### src/hdl/zcpm_pkg.sv
// ----------------------------------------------------------------------------
// zcpm_pkg: shared types and constants of the zero-crossing phase meter
// item and result layouts, register indexes, status codes, sequencer steps
// ----------------------------------------------------------------------------
package zcpm_pkg;

  localparam int SAMPLE_BITS    = 14;
  localparam int OUT_BITS       = 16;
  localparam int REG_INDEX_BITS = 2;
  localparam int REG_DATA_BITS  = 16;
  localparam int TURN_BITS      = 16;

  // register indexes of the write port
  localparam logic [REG_INDEX_BITS-1:0] REG_ZERO_LEVEL     = 2'd0;
  localparam logic [REG_INDEX_BITS-1:0] REG_HIGH_LEVEL     = 2'd1;
  localparam logic [REG_INDEX_BITS-1:0] REG_MISMATCH_LIMIT = 2'd2;

  localparam logic [SAMPLE_BITS-1:0] ZERO_LEVEL_RESET     = SAMPLE_BITS'(0);
  localparam logic [SAMPLE_BITS-1:0] HIGH_LEVEL_RESET     = SAMPLE_BITS'(4959);
  localparam logic [OUT_BITS-1:0]    MISMATCH_LIMIT_RESET = OUT_BITS'(65535);

  // one full turn and one half turn in centidegrees
  localparam logic [TURN_BITS-1:0] TURN_CENTIDEG      = TURN_BITS'(36000);
  localparam logic [TURN_BITS-1:0] HALF_TURN_CENTIDEG = TURN_BITS'(18000);

  // item kinds
  localparam logic FUNC_TICK   = 1'b0;
  localparam logic FUNC_SAMPLE = 1'b1;

  typedef enum logic [2:0] {
    ST_OK           = 3'd0,
    ST_BOTH_MISSING = 3'd1,
    ST_TEST_MISSING = 3'd2,
    ST_REF_MISSING  = 3'd3,
    ST_MISMATCH     = 3'd4
  } status_t;

  typedef enum logic [2:0] {
    STEP_IDLE = 3'd0,
    STEP_ARM  = 3'd1,
    STEP_RISE = 3'd2,
    STEP_FALL = 3'd3,
    STEP_CALC = 3'd4
  } step_t;

  typedef enum logic [1:0] {
    BK_IDLE,
    BK_MUL,
    BK_DIV,
    BK_FIN
  } back_state_t;

  typedef struct packed {
    logic                   func;
    logic [SAMPLE_BITS-1:0] sample_test;
    logic [SAMPLE_BITS-1:0] sample_ref;
  } in_item_t;

  typedef struct packed {
    status_t                     status;
    logic                        phase_valid;
    logic signed [OUT_BITS-1:0]  phase_centideg;
    logic [OUT_BITS-1:0]         half_period_test;
    logic [OUT_BITS-1:0]         half_period_ref;
  } out_item_t;

  // classified item passed from front to back
  typedef struct packed {
    logic is_sample;
    logic low_test;
    logic low_ref;
    logic high_both;
  } cls_item_t;

endpackage

### src/hdl/zcpm_fifo.sv
// ----------------------------------------------------------------------------
// zcpm_fifo: small register queue
// first-word-fall-through queue of a few entries, push/full and pop/empty
// ----------------------------------------------------------------------------
module zcpm_fifo #(
  parameter int WIDTH = 4,
  parameter int DEPTH = 2
) (
  input  logic             clk,
  input  logic             rst,
  input  logic             push,
  output logic             full,
  input  logic [WIDTH-1:0] din,
  input  logic             pop,
  output logic             empty,
  output logic [WIDTH-1:0] dout
);

  localparam int PW = (DEPTH > 1) ? $clog2(DEPTH) : 1;
  localparam int CW = $clog2(DEPTH + 1);

  logic [WIDTH-1:0] mem [DEPTH];
  logic [PW-1:0]    wptr;
  logic [PW-1:0]    rptr;
  logic [CW-1:0]    fill;
  logic             do_push;
  logic             do_pop;

  assign full    = (fill == CW'(DEPTH));
  assign empty   = (fill == '0);
  assign do_push = push && !full;
  assign do_pop  = pop && !empty;
  assign dout    = mem[rptr];

  always_ff @(posedge clk) begin
    if (do_push) begin
      mem[wptr] <= din;
    end
  end

  always_ff @(posedge clk) begin
    if (rst) begin
      wptr <= '0;
      rptr <= '0;
      fill <= '0;
    end else begin
      if (do_push) begin
        wptr <= (wptr == PW'(DEPTH - 1)) ? '0 : wptr + PW'(1);
      end
      if (do_pop) begin
        rptr <= (rptr == PW'(DEPTH - 1)) ? '0 : rptr + PW'(1);
      end
      if (do_push && !do_pop) begin
        fill <= fill + CW'(1);
      end else if (do_pop && !do_push) begin
        fill <= fill - CW'(1);
      end
    end
  end

endmodule

### src/hdl/zcpm_front.sv
// ----------------------------------------------------------------------------
// zcpm_front: item classifier
// sorts ticks from samples and reduces a sample pair to its level flags
// ----------------------------------------------------------------------------
module zcpm_front (
  input  zcpm_pkg::in_item_t                 item,
  input  logic [zcpm_pkg::SAMPLE_BITS-1:0]   zero_level,
  input  logic [zcpm_pkg::SAMPLE_BITS-1:0]   high_level,
  output zcpm_pkg::cls_item_t                cls
);

  always_comb begin
    cls.is_sample = (item.func == zcpm_pkg::FUNC_SAMPLE);
    cls.low_test  = (item.sample_test <= zero_level);
    cls.low_ref   = (item.sample_ref <= zero_level);
    cls.high_both = (item.sample_test > high_level) && (item.sample_ref > high_level);
  end

endmodule

### src/hdl/zcpm_back.sv
// ----------------------------------------------------------------------------
// zcpm_back: counters, half-period latches, sequencer and phase unit
// executes classified items; the phase is one multiply and a bit-serial divide
// ----------------------------------------------------------------------------
module zcpm_back #(
  parameter int COUNT_BITS = 16
) (
  input  logic                              clk,
  input  logic                              rst,
  input  zcpm_pkg::cls_item_t               head,
  input  logic                              head_empty,
  output logic                              head_pop,
  input  logic [zcpm_pkg::OUT_BITS-1:0]     mismatch_limit,
  input  logic                              res_full,
  output logic                              res_push,
  output zcpm_pkg::out_item_t               res
);

  localparam int CB    = COUNT_BITS;
  localparam int HB    = CB - 1;
  localparam int NW    = HB + zcpm_pkg::TURN_BITS;
  localparam int CNT_W = $clog2(NW + 1);
  localparam int WIDE  = (CB > zcpm_pkg::OUT_BITS) ? CB : zcpm_pkg::OUT_BITS;
  localparam int OB    = zcpm_pkg::OUT_BITS;

  // architectural state
  logic run_test, run_ref, run_span;
  logic run_test_next, run_ref_next, run_span_next;
  logic [CB-1:0] count_test, count_ref, count_span;
  logic [CB-1:0] count_test_next, count_ref_next, count_span_next;
  logic [CB-1:0] latched_test, latched_ref;
  logic [CB-1:0] latched_test_next, latched_ref_next;
  logic [HB-1:0] span_half, span_half_next;
  logic [OB-1:0] last_phase, last_phase_next;
  zcpm_pkg::step_t       phase_step, phase_step_next;
  zcpm_pkg::back_state_t state, state_next;

  // phase unit
  logic             neg, neg_next;
  logic [HB-1:0]    mag, mag_next;
  logic [NW-1:0]    num, num_next;
  logic [CB-1:0]    rem, rem_next;
  logic [OB-1:0]    modv, modv_next;
  logic [CNT_W-1:0] div_cnt, div_cnt_next;

  // sample path
  logic run_test_upd, run_ref_upd;
  logic [CB-1:0] count_test_upd, count_ref_upd;
  logic [CB-1:0] latched_test_upd, latched_ref_upd;
  logic [CB-1:0] diff;
  zcpm_pkg::status_t status_s;
  logic [CB-1:0] d_raw;

  // divide step
  logic [CB:0]   rem_sh, rem_sub;
  logic          ge;
  logic [OB:0]   mod_sh;
  logic [OB:0]   wrap;
  logic [OB:0]   phase_full;

  // channel update on a sample
  always_comb begin
    run_test_upd     = run_test;
    count_test_upd   = count_test;
    latched_test_upd = latched_test;
    if (!head.low_test && !run_test) begin
      run_test_upd = 1'b1;
    end else if (head.low_test && run_test) begin
      latched_test_upd = count_test;
      run_test_upd     = 1'b0;
    end else if (head.low_test && !run_test) begin
      count_test_upd = '0;
    end

    run_ref_upd     = run_ref;
    count_ref_upd   = count_ref;
    latched_ref_upd = latched_ref;
    if (!head.low_ref && !run_ref) begin
      run_ref_upd = 1'b1;
    end else if (head.low_ref && run_ref) begin
      latched_ref_upd = count_ref;
      run_ref_upd     = 1'b0;
    end else if (head.low_ref && !run_ref) begin
      count_ref_upd = '0;
    end
  end

  // validity check on the updated half periods
  always_comb begin
    diff = (latched_ref_upd > latched_test_upd) ? latched_ref_upd - latched_test_upd
                                                : latched_test_upd - latched_ref_upd;
    if (latched_test_upd == '0 && latched_ref_upd == '0) begin
      status_s = zcpm_pkg::ST_BOTH_MISSING;
    end else if (latched_test_upd == '0) begin
      status_s = zcpm_pkg::ST_TEST_MISSING;
    end else if (latched_ref_upd == '0) begin
      status_s = zcpm_pkg::ST_REF_MISSING;
    end else if (WIDE'(diff) > WIDE'(mismatch_limit)) begin
      status_s = zcpm_pkg::ST_MISMATCH;
    end else begin
      status_s = zcpm_pkg::ST_OK;
    end
  end

  // signed offset of the span midpoint from the test half-period midpoint
  assign d_raw = {1'b0, span_half} - {1'b0, latched_test_upd[CB-1:1]};

  // restoring divide by the test half period, quotient reduced mod one turn
  assign rem_sh  = {rem, num[NW-1]};
  assign rem_sub = rem_sh - {1'b0, latched_test};
  assign ge      = (rem_sh >= {1'b0, latched_test});
  assign mod_sh  = {modv, ge};

  assign wrap = (modv > zcpm_pkg::HALF_TURN_CENTIDEG)
              ? {1'b0, modv} - {1'b0, zcpm_pkg::TURN_CENTIDEG}
              : {1'b0, modv};
  assign phase_full = neg ? -wrap : wrap;

  always_comb begin
    run_test_next     = run_test;
    run_ref_next      = run_ref;
    run_span_next     = run_span;
    count_test_next   = count_test;
    count_ref_next    = count_ref;
    count_span_next   = count_span;
    latched_test_next = latched_test;
    latched_ref_next  = latched_ref;
    span_half_next    = span_half;
    last_phase_next   = last_phase;
    phase_step_next   = phase_step;
    state_next        = state;
    neg_next          = neg;
    mag_next          = mag;
    num_next          = num;
    rem_next          = rem;
    modv_next         = modv;
    div_cnt_next      = div_cnt;
    head_pop          = 1'b0;
    res_push          = 1'b0;
    res.status        = status_s;
    res.phase_valid   = 1'b0;

    unique case (state)
      zcpm_pkg::BK_IDLE: begin
        if (!head_empty) begin
          if (!head.is_sample) begin
            head_pop = 1'b1;
            if (run_test) begin
              count_test_next = count_test + CB'(1);
            end
            if (run_ref) begin
              count_ref_next = count_ref + CB'(1);
            end
            if (run_span) begin
              count_span_next = count_span + CB'(1);
            end
          end else if (!res_full) begin
            head_pop          = 1'b1;
            run_test_next     = run_test_upd;
            count_test_next   = count_test_upd;
            latched_test_next = latched_test_upd;
            run_ref_next      = run_ref_upd;
            count_ref_next    = count_ref_upd;
            latched_ref_next  = latched_ref_upd;
            res_push          = 1'b1;
            if (status_s == zcpm_pkg::ST_OK) begin
              unique case (phase_step)
                zcpm_pkg::STEP_ARM: begin
                  if (!head.low_test || !head.low_ref) begin
                    phase_step_next = zcpm_pkg::STEP_RISE;
                    run_span_next   = 1'b1;
                  end
                end
                zcpm_pkg::STEP_RISE: begin
                  if (head.high_both) begin
                    phase_step_next = zcpm_pkg::STEP_FALL;
                  end
                end
                zcpm_pkg::STEP_FALL: begin
                  if (head.low_test && head.low_ref) begin
                    run_span_next   = 1'b0;
                    span_half_next  = count_span[CB-1:1];
                    phase_step_next = zcpm_pkg::STEP_CALC;
                  end
                end
                zcpm_pkg::STEP_CALC: begin
                  // result goes out once the phase unit finishes
                  res_push        = 1'b0;
                  count_span_next = '0;
                  phase_step_next = zcpm_pkg::STEP_IDLE;
                  neg_next        = d_raw[CB-1];
                  mag_next        = d_raw[CB-1] ? HB'(-d_raw) : HB'(d_raw);
                  state_next      = zcpm_pkg::BK_MUL;
                end
                default: begin
                  // idle and unused step codes
                  phase_step_next = (head.low_test && head.low_ref) ? zcpm_pkg::STEP_ARM
                                                                    : zcpm_pkg::STEP_IDLE;
                end
              endcase
            end
          end
        end
      end
      zcpm_pkg::BK_MUL: begin
        num_next     = NW'(mag) * NW'(zcpm_pkg::TURN_CENTIDEG);
        rem_next     = '0;
        modv_next    = '0;
        div_cnt_next = '0;
        state_next   = zcpm_pkg::BK_DIV;
      end
      zcpm_pkg::BK_DIV: begin
        rem_next     = ge ? rem_sub[CB-1:0] : rem_sh[CB-1:0];
        num_next     = {num[NW-2:0], 1'b0};
        modv_next    = (mod_sh >= {1'b0, zcpm_pkg::TURN_CENTIDEG})
                     ? OB'(mod_sh - {1'b0, zcpm_pkg::TURN_CENTIDEG})
                     : mod_sh[OB-1:0];
        div_cnt_next = div_cnt + CNT_W'(1);
        if (div_cnt == CNT_W'(NW - 1)) begin
          state_next = zcpm_pkg::BK_FIN;
        end
      end
      zcpm_pkg::BK_FIN: begin
        last_phase_next = phase_full[OB-1:0];
        res_push        = 1'b1;
        res.status      = zcpm_pkg::ST_OK;
        res.phase_valid = 1'b1;
        state_next      = zcpm_pkg::BK_IDLE;
      end
      default: begin
        state_next = zcpm_pkg::BK_IDLE;
      end
    endcase

    res.phase_centideg   = last_phase_next;
    res.half_period_test = OB'(latched_test_next);
    res.half_period_ref  = OB'(latched_ref_next);
  end

  always_ff @(posedge clk) begin
    if (rst) begin
      run_test     <= 1'b0;
      run_ref      <= 1'b0;
      run_span     <= 1'b0;
      count_test   <= '0;
      count_ref    <= '0;
      count_span   <= '0;
      latched_test <= '0;
      latched_ref  <= '0;
      span_half    <= '0;
      last_phase   <= '0;
      phase_step   <= zcpm_pkg::STEP_IDLE;
      state        <= zcpm_pkg::BK_IDLE;
    end else begin
      run_test     <= run_test_next;
      run_ref      <= run_ref_next;
      run_span     <= run_span_next;
      count_test   <= count_test_next;
      count_ref    <= count_ref_next;
      count_span   <= count_span_next;
      latched_test <= latched_test_next;
      latched_ref  <= latched_ref_next;
      span_half    <= span_half_next;
      last_phase   <= last_phase_next;
      phase_step   <= phase_step_next;
      state        <= state_next;
    end
  end

  always_ff @(posedge clk) begin
    neg     <= neg_next;
    mag     <= mag_next;
    num     <= num_next;
    rem     <= rem_next;
    modv    <= modv_next;
    div_cnt <= div_cnt_next;
  end

endmodule

### src/hdl/two_channel_zero_crossing_phase_meter.sv
// ----------------------------------------------------------------------------
// two_channel_zero_crossing_phase_meter: top level
// times the high halves of a test and a reference channel and reports their
// phase difference in centidegrees
// ----------------------------------------------------------------------------
//
//  channel  side  handshake        payload
//  item     in    push / full      zcpm_pkg::in_item_t  (tick or sample pair)
//  result   out   pop / empty      zcpm_pkg::out_item_t (one per sample)
//  config   in    write_en         write_index, write_data
//
//  a tick or a sample is registered in the input queue and executed by the back
//  end; a sample that completes a phase measurement then runs the multiply and
//  the bit-serial divider (one quotient bit a cycle) before its result goes out
//  synchronous reset returns counters, latches, sequencer state, configuration
//  and queue pointers to defaults, not the phase unit registers; the two-entry
//  input queue takes items while the back end works; a sample waits at the queue
//  head while the two-entry result queue is full
module two_channel_zero_crossing_phase_meter #(
  parameter int COUNT_BITS = 16
) (
  input  logic                                  clk,
  input  logic                                  rst,
  // item side
  input  logic                                  push,
  output logic                                  full,
  input  zcpm_pkg::in_item_t                    item,
  // result side
  output logic                                  empty,
  input  logic                                  pop,
  output zcpm_pkg::out_item_t                   result,
  // register writes
  input  logic                                  write_en,
  input  logic [zcpm_pkg::REG_INDEX_BITS-1:0]   write_index,
  input  logic [zcpm_pkg::REG_DATA_BITS-1:0]    write_data
);

  // configuration registers
  logic [zcpm_pkg::SAMPLE_BITS-1:0] zero_level;
  logic [zcpm_pkg::SAMPLE_BITS-1:0] high_level;
  logic [zcpm_pkg::OUT_BITS-1:0]    mismatch_limit;

  // front to back queue
  zcpm_pkg::cls_item_t cls_in;
  zcpm_pkg::cls_item_t cls_head;
  logic                cls_empty;
  logic                cls_pop;

  // back to result queue
  zcpm_pkg::out_item_t res_item;
  logic                res_push;
  logic                res_full;

  always_ff @(posedge clk) begin
    if (rst) begin
      zero_level     <= zcpm_pkg::ZERO_LEVEL_RESET;
      high_level     <= zcpm_pkg::HIGH_LEVEL_RESET;
      mismatch_limit <= zcpm_pkg::MISMATCH_LIMIT_RESET;
    end else if (write_en) begin
      unique case (write_index)
        zcpm_pkg::REG_ZERO_LEVEL:     zero_level     <= write_data[zcpm_pkg::SAMPLE_BITS-1:0];
        zcpm_pkg::REG_HIGH_LEVEL:     high_level     <= write_data[zcpm_pkg::SAMPLE_BITS-1:0];
        zcpm_pkg::REG_MISMATCH_LIMIT: mismatch_limit <= write_data[zcpm_pkg::OUT_BITS-1:0];
        default: begin
          // unmapped index, write dropped
        end
      endcase
    end
  end

  // level compares against the thresholds
  zcpm_front u_front (
    .item       (item),
    .zero_level (zero_level),
    .high_level (high_level),
    .cls        (cls_in)
  );

  // classified items wait here while the back end is busy
  zcpm_fifo #(
    .WIDTH ($bits(zcpm_pkg::cls_item_t)),
    .DEPTH (2)
  ) u_cls_queue (
    .clk   (clk),
    .rst   (rst),
    .push  (push),
    .full  (full),
    .din   (cls_in),
    .pop   (cls_pop),
    .empty (cls_empty),
    .dout  (cls_head)
  );

  // counters, sequencer and phase unit
  zcpm_back #(
    .COUNT_BITS (COUNT_BITS)
  ) u_back (
    .clk            (clk),
    .rst            (rst),
    .head           (cls_head),
    .head_empty     (cls_empty),
    .head_pop       (cls_pop),
    .mismatch_limit (mismatch_limit),
    .res_full       (res_full),
    .res_push       (res_push),
    .res            (res_item)
  );

  // finished results wait here for the consumer
  zcpm_fifo #(
    .WIDTH ($bits(zcpm_pkg::out_item_t)),
    .DEPTH (2)
  ) u_res_queue (
    .clk   (clk),
    .rst   (rst),
    .push  (res_push),
    .full  (res_full),
    .din   (res_item),
    .pop   (pop),
    .empty (empty),
    .dout  (result)
  );

endmodule

### config.mk
export PLATFORM = sky130hd
export DESIGN_NAME = two_channel_zero_crossing_phase_meter
export DESIGN_NICKNAME = d
export VERILOG_FILES = /design/src/hdl/zcpm_pkg.sv /design/src/hdl/zcpm_fifo.sv /design/src/hdl/zcpm_front.sv /design/src/hdl/zcpm_back.sv /design/src/hdl/two_channel_zero_crossing_phase_meter.sv
export SDC_FILE = /design/constraint.sdc
export NUM_CORES = 1
export LEC_CHECK = 0
export ABC_AREA = 1
export BUFFER_PORTS_ARGS = -buffer_cell sky130_fd_sc_hd__buf_2
export CAP_MARGIN = 10
export CORE_ASPECT_RATIO = 0.6
export CORE_UTILIZATION = 35
export DETAILED_ROUTE_END_ITERATION = 12
export PLACE_DENSITY_LB_ADDON = 0.3
export SLEW_MARGIN = 20
export SYNTH_ARGS = -nofsm -noshare
export SYNTH_HDL_FRONTEND = slang
export SYNTH_SLANG_ARGS = --single-unit
### constraint.sdc
create_clock -name clk -period 23.3 [get_ports clk]
set_clock_uncertainty 0.1 [all_clocks]
set_input_delay 0 -clock clk [delete_from_list [all_inputs] [get_ports clk]]
set_output_delay 0 -clock clk [all_outputs]
set_load 0.01 [all_outputs]
==> run_results.csv <==
group,metric,value,unit
run_status,status,"complete, no violations",
global_route,grt_pass1_wl,100,mm
floorplan,die_area,0.0704,sq mm
floorplan,die_w,342,microns
critical_path,worstPathArrival,7370,ps
synthesis,synthAdderAreaFrac,15.7,%
clocking,clockBufferDepth,3,
cells_and_area,final-seq-area,0.00920,sq mm
synthesis,syn_avg_cell_area,8.00,sq um
sta,slew_headroom,34.8,%
routing,via_per_inst,4.86,
critical_path,worstSetupPathType,"reg2reg",
power,power,3.93,mW
synthesis,yosys_warnings,0,
clocking,cts_buffers,37,
min_path,min_from,"item[15]",
synthesis,synth_compound_gate_area_share,12.1,%
synthesis,ys_ff_latch,364,
clocking,clock_latency,560,ps
synthesis,ys.flop_type,"edfxtp_1",
global_route,overflow,0,
synthesis,synth_area,0.0243,sq mm
synthesis,ys_seq_area_share,37.9,%
placed_design,place.gp.congestion,0.954,
synthesis,async_reset_ff_share,0,%
placed_design,placed_area,0.0257,sq mm
cells_and_area,layout.nets,3477,
routing,firstDrtPassIters,6,
routing,detail_route.drc_violations,0,
routing,wirelength,62.8,mm
cells_and_area,diodes,0,
sta,final_hold_viol_count,0,
sta,hold_slack,38.4,ps
synthesis,postSynthCellCount,3034,
sta,finalMaxSlewViolations,0,
sta,max_freq,137,MHz
synthesis,synth_simple_gate_area_share,20.3,%
critical_path,cp_slowest_stage_delay,580,ps
routing,drt_iter0_markers,1677,
global_route,grt_max_degree,66,
floorplan,pin_count,106,
floorplan,dieHeight,206,microns
floorplan,row_count,74,
critical_path,critPathMaxFanout,52,
sta,rsz0062_at_grt,"no",
synthesis,synth_edf_count,191,
placed_design,port_buffers,105,
routing,ant_nets,0,
placed_design,dp_hpwl,48.5,mm
clocking,htree_levels,2,
synthesis,synth.area.mux_share,2.45,%
global_route,grt_usage,17.8,%
global_route,grt_pass1_vias,18272,
clocking,cts_tree,"yes",
clocking,cts_sinks,364,
power,total_leakage_power,13.0,nW
sta,worst_pin_slew,967,ps
clocking,post_cts_buffers,0,
synthesis,synth_top_area_share,23.6,%
critical_path,end_kind,"flip-flop",
clocking,cts.clk_slew.worst_paths,60,ps
synthesis,netlist_top_cells_area,"edfxtp_1 (24%), dfxtp_1 (14%), ha_1 (13%)",
cells_and_area,final_cell_area,0.0273,sq mm
synthesis,synth_top_family_by_area,"simple AND/OR/NAND/NOR gates",
critical_path,cp.required,23370,ps
floorplan,coreArea,0.0683,sq mm
sta,fin_crit_sh,31.3,%
critical_path,cp-start-kind,"flip-flop",
critical_path,crit_slowest_cell,"buf_4",
sta,setup_violations,0,
synthesis,synth_nets,3370,
global_route,grt_antenna_before_repair,0,
cells_and_area,drive_gt1_share,9.44,%
cells_and_area,multi_input_area,0.0129,sq mm
cells_and_area,fill_cells,7031,
cells_and_area,layout-area-overhead-vs-synth,12.4,%
job,drv_cap,0,
sta,setup-tns-final,0,ps
routing,wl_per_cell,15.4,microns
routing,num_vias,19838,
synthesis,synth.distinct_cells,60,
sta,layout_min_cycle_time,7300,ps
power,vdd_drop_max,0.000166,V
synthesis,synth-xor-area-share,2.81,%
floorplan,start_util,35.5,%
clocking,clockRootBuffer,"clkbuf_16",
critical_path,rrSetupSlack,16000,ps
power,powerDensity,144,mW/mm^2
critical_path,cp_common_cell,"nand2_1",
min_path,worstHoldPathType,"in2reg",
synthesis,yosys.area.top_type,"edfxtp_1",
cell type report:
cell class / instances / area share (%)
clock inverter: 16 / 0.720
inverter: 477 / 6.57
tap: 912 / 4.18
multi-input combinational: 2113 / 47.5
clock buffer: 51 / 3.92
timing repair buffer: 148 / 3.41
sequential: 364 / 33.7
cell usage in the layout, fill, tap and decap left out, types with 4 or more instances in the layout:
cell type / n
nand2_1: 622
a21o_1: 6
o221a_2: 4
o21bai_1: 7
clkbuf_8: 7
buf_4: 10
clkbuf_1: 6
nand3b_1: 7
or2_2: 23
clkbuf_16: 38
inv_2: 14
buf_2: 105
nand2_2: 7
xor2_1: 57
o21ai_1: 46
fa_1: 33
a21boi_0: 7
mux2_2: 52
nand4_1: 26
o21a_1: 12
nor4_1: 6
a211oi_1: 6
o21ai_0: 163
nor2_1: 276
ha_1: 249
edfxtp_1: 191
dlygate4sd3_1: 33
dfxtp_1: 172
nor2_2: 6
o211ai_1: 32
a21oi_1: 223
inv_1: 462
clkinv_2: 4
xnor2_1: 21
nand3_1: 148
nor3_1: 32
a31oi_1: 5
metrics by stage:
stage,utilization [%],std cells,setup WS [ps]
after CTS,39.9,4081,16050
final,39.9,4081,16000
after global placement,37.6,3981,16340
after detailed placement,37.6,3981,16070
after global routing,39.9,4081,15350
after floorplan,-,3034,15970
cells in the mapped netlist, types with 21 or more instances:
cell / number
mux2_2: 52
ha_1: 251
nand3_1: 148
inv_1: 464
a21oi_1: 223
edfxtp_1: 191
o21ai_0: 163
or2_2: 23
nand4_1: 26
clkbuf_1: 52
nand2_1: 622
o211ai_1: 32
nor3_1: 33
dfxtp_1: 173
xnor2_1: 21
o21ai_1: 46
fa_1: 33
nor2_1: 277
xor2_1: 57
power breakdown:
part	leakage, nW	switching [mW]	internal [mW]
clock network	0.616	0.266	0.359
registers	3.19	0.0567	0.891
logic	9.24	1.56	0.797
total	13.0	1.88	2.05
sequential cells by signal, indices dropped and copies added, names as in the netlist, 5 cells and up, named ones only:
signal / count
u_cls_queue.mem: 8
u_back.num: 26
u_back.div_cnt: 5
u_back.mag: 15
u_back.last_phase: 16
zero_level: 14
u_back.modv: 16
u_back.count_span: 16
u_back.count_test: 16
u_back.latched_test: 16
u_back.rem: 16
u_back.latched_ref: 16
u_back.span_half: 15
u_back.count_ref: 16
high_level: 14
mismatch_limit: 16
u_res_queue.mem: 104
cells by family after synthesis:
logic type               Yosys count
AO/OA/AOI/OAI                    530
XOR/XNOR                          78
adder cells (fa/ha/maj)          284
buffers and inverters            557
flip-flops                       364
multiplexers                      53
AND/OR/NAND/NOR                 1168
critical path: cells and delay by family (launching register included):
family | cells | cell delay, ps
AO/OA/AOI/OAI | 5 | 1250
adder cells (fa/ha/maj) | 3 | 820
buffers and inverters | 7 | 1240
flip-flops | 1 | 390
AND/OR/NAND/NOR | 20 | 3040
metal layers:
metal,global-route usage (%),routed length [microns],vias up
met1,28.4,33900,9074
met2,25.2,24600,490
met4,2.15,625,0
met3,3.03,3690,53
met5,0,0,-
li1,-,-,10221
what timing repair did:
item | 4_1_cts | 5_1_grt
endpoints found under the setup margin | 0 | 0
gates resized for setup | 0 | 0
hold buffers | 33 | 0
endpoints found under the hold margin | 60 | 0
path summary, 6_finish.rpt:
kind | cells past startpoint | to
worst min register to register | 1 | u_cls_queue.rptr
worst max-delay path | 35 | u_res_queue.mem[0][35]
worst max register to register | 35 | u_res_queue.mem[0][35]
worst min-delay path | 4 | u_cls_queue.mem[0][2]
Power figures use the tool's default switching activity.
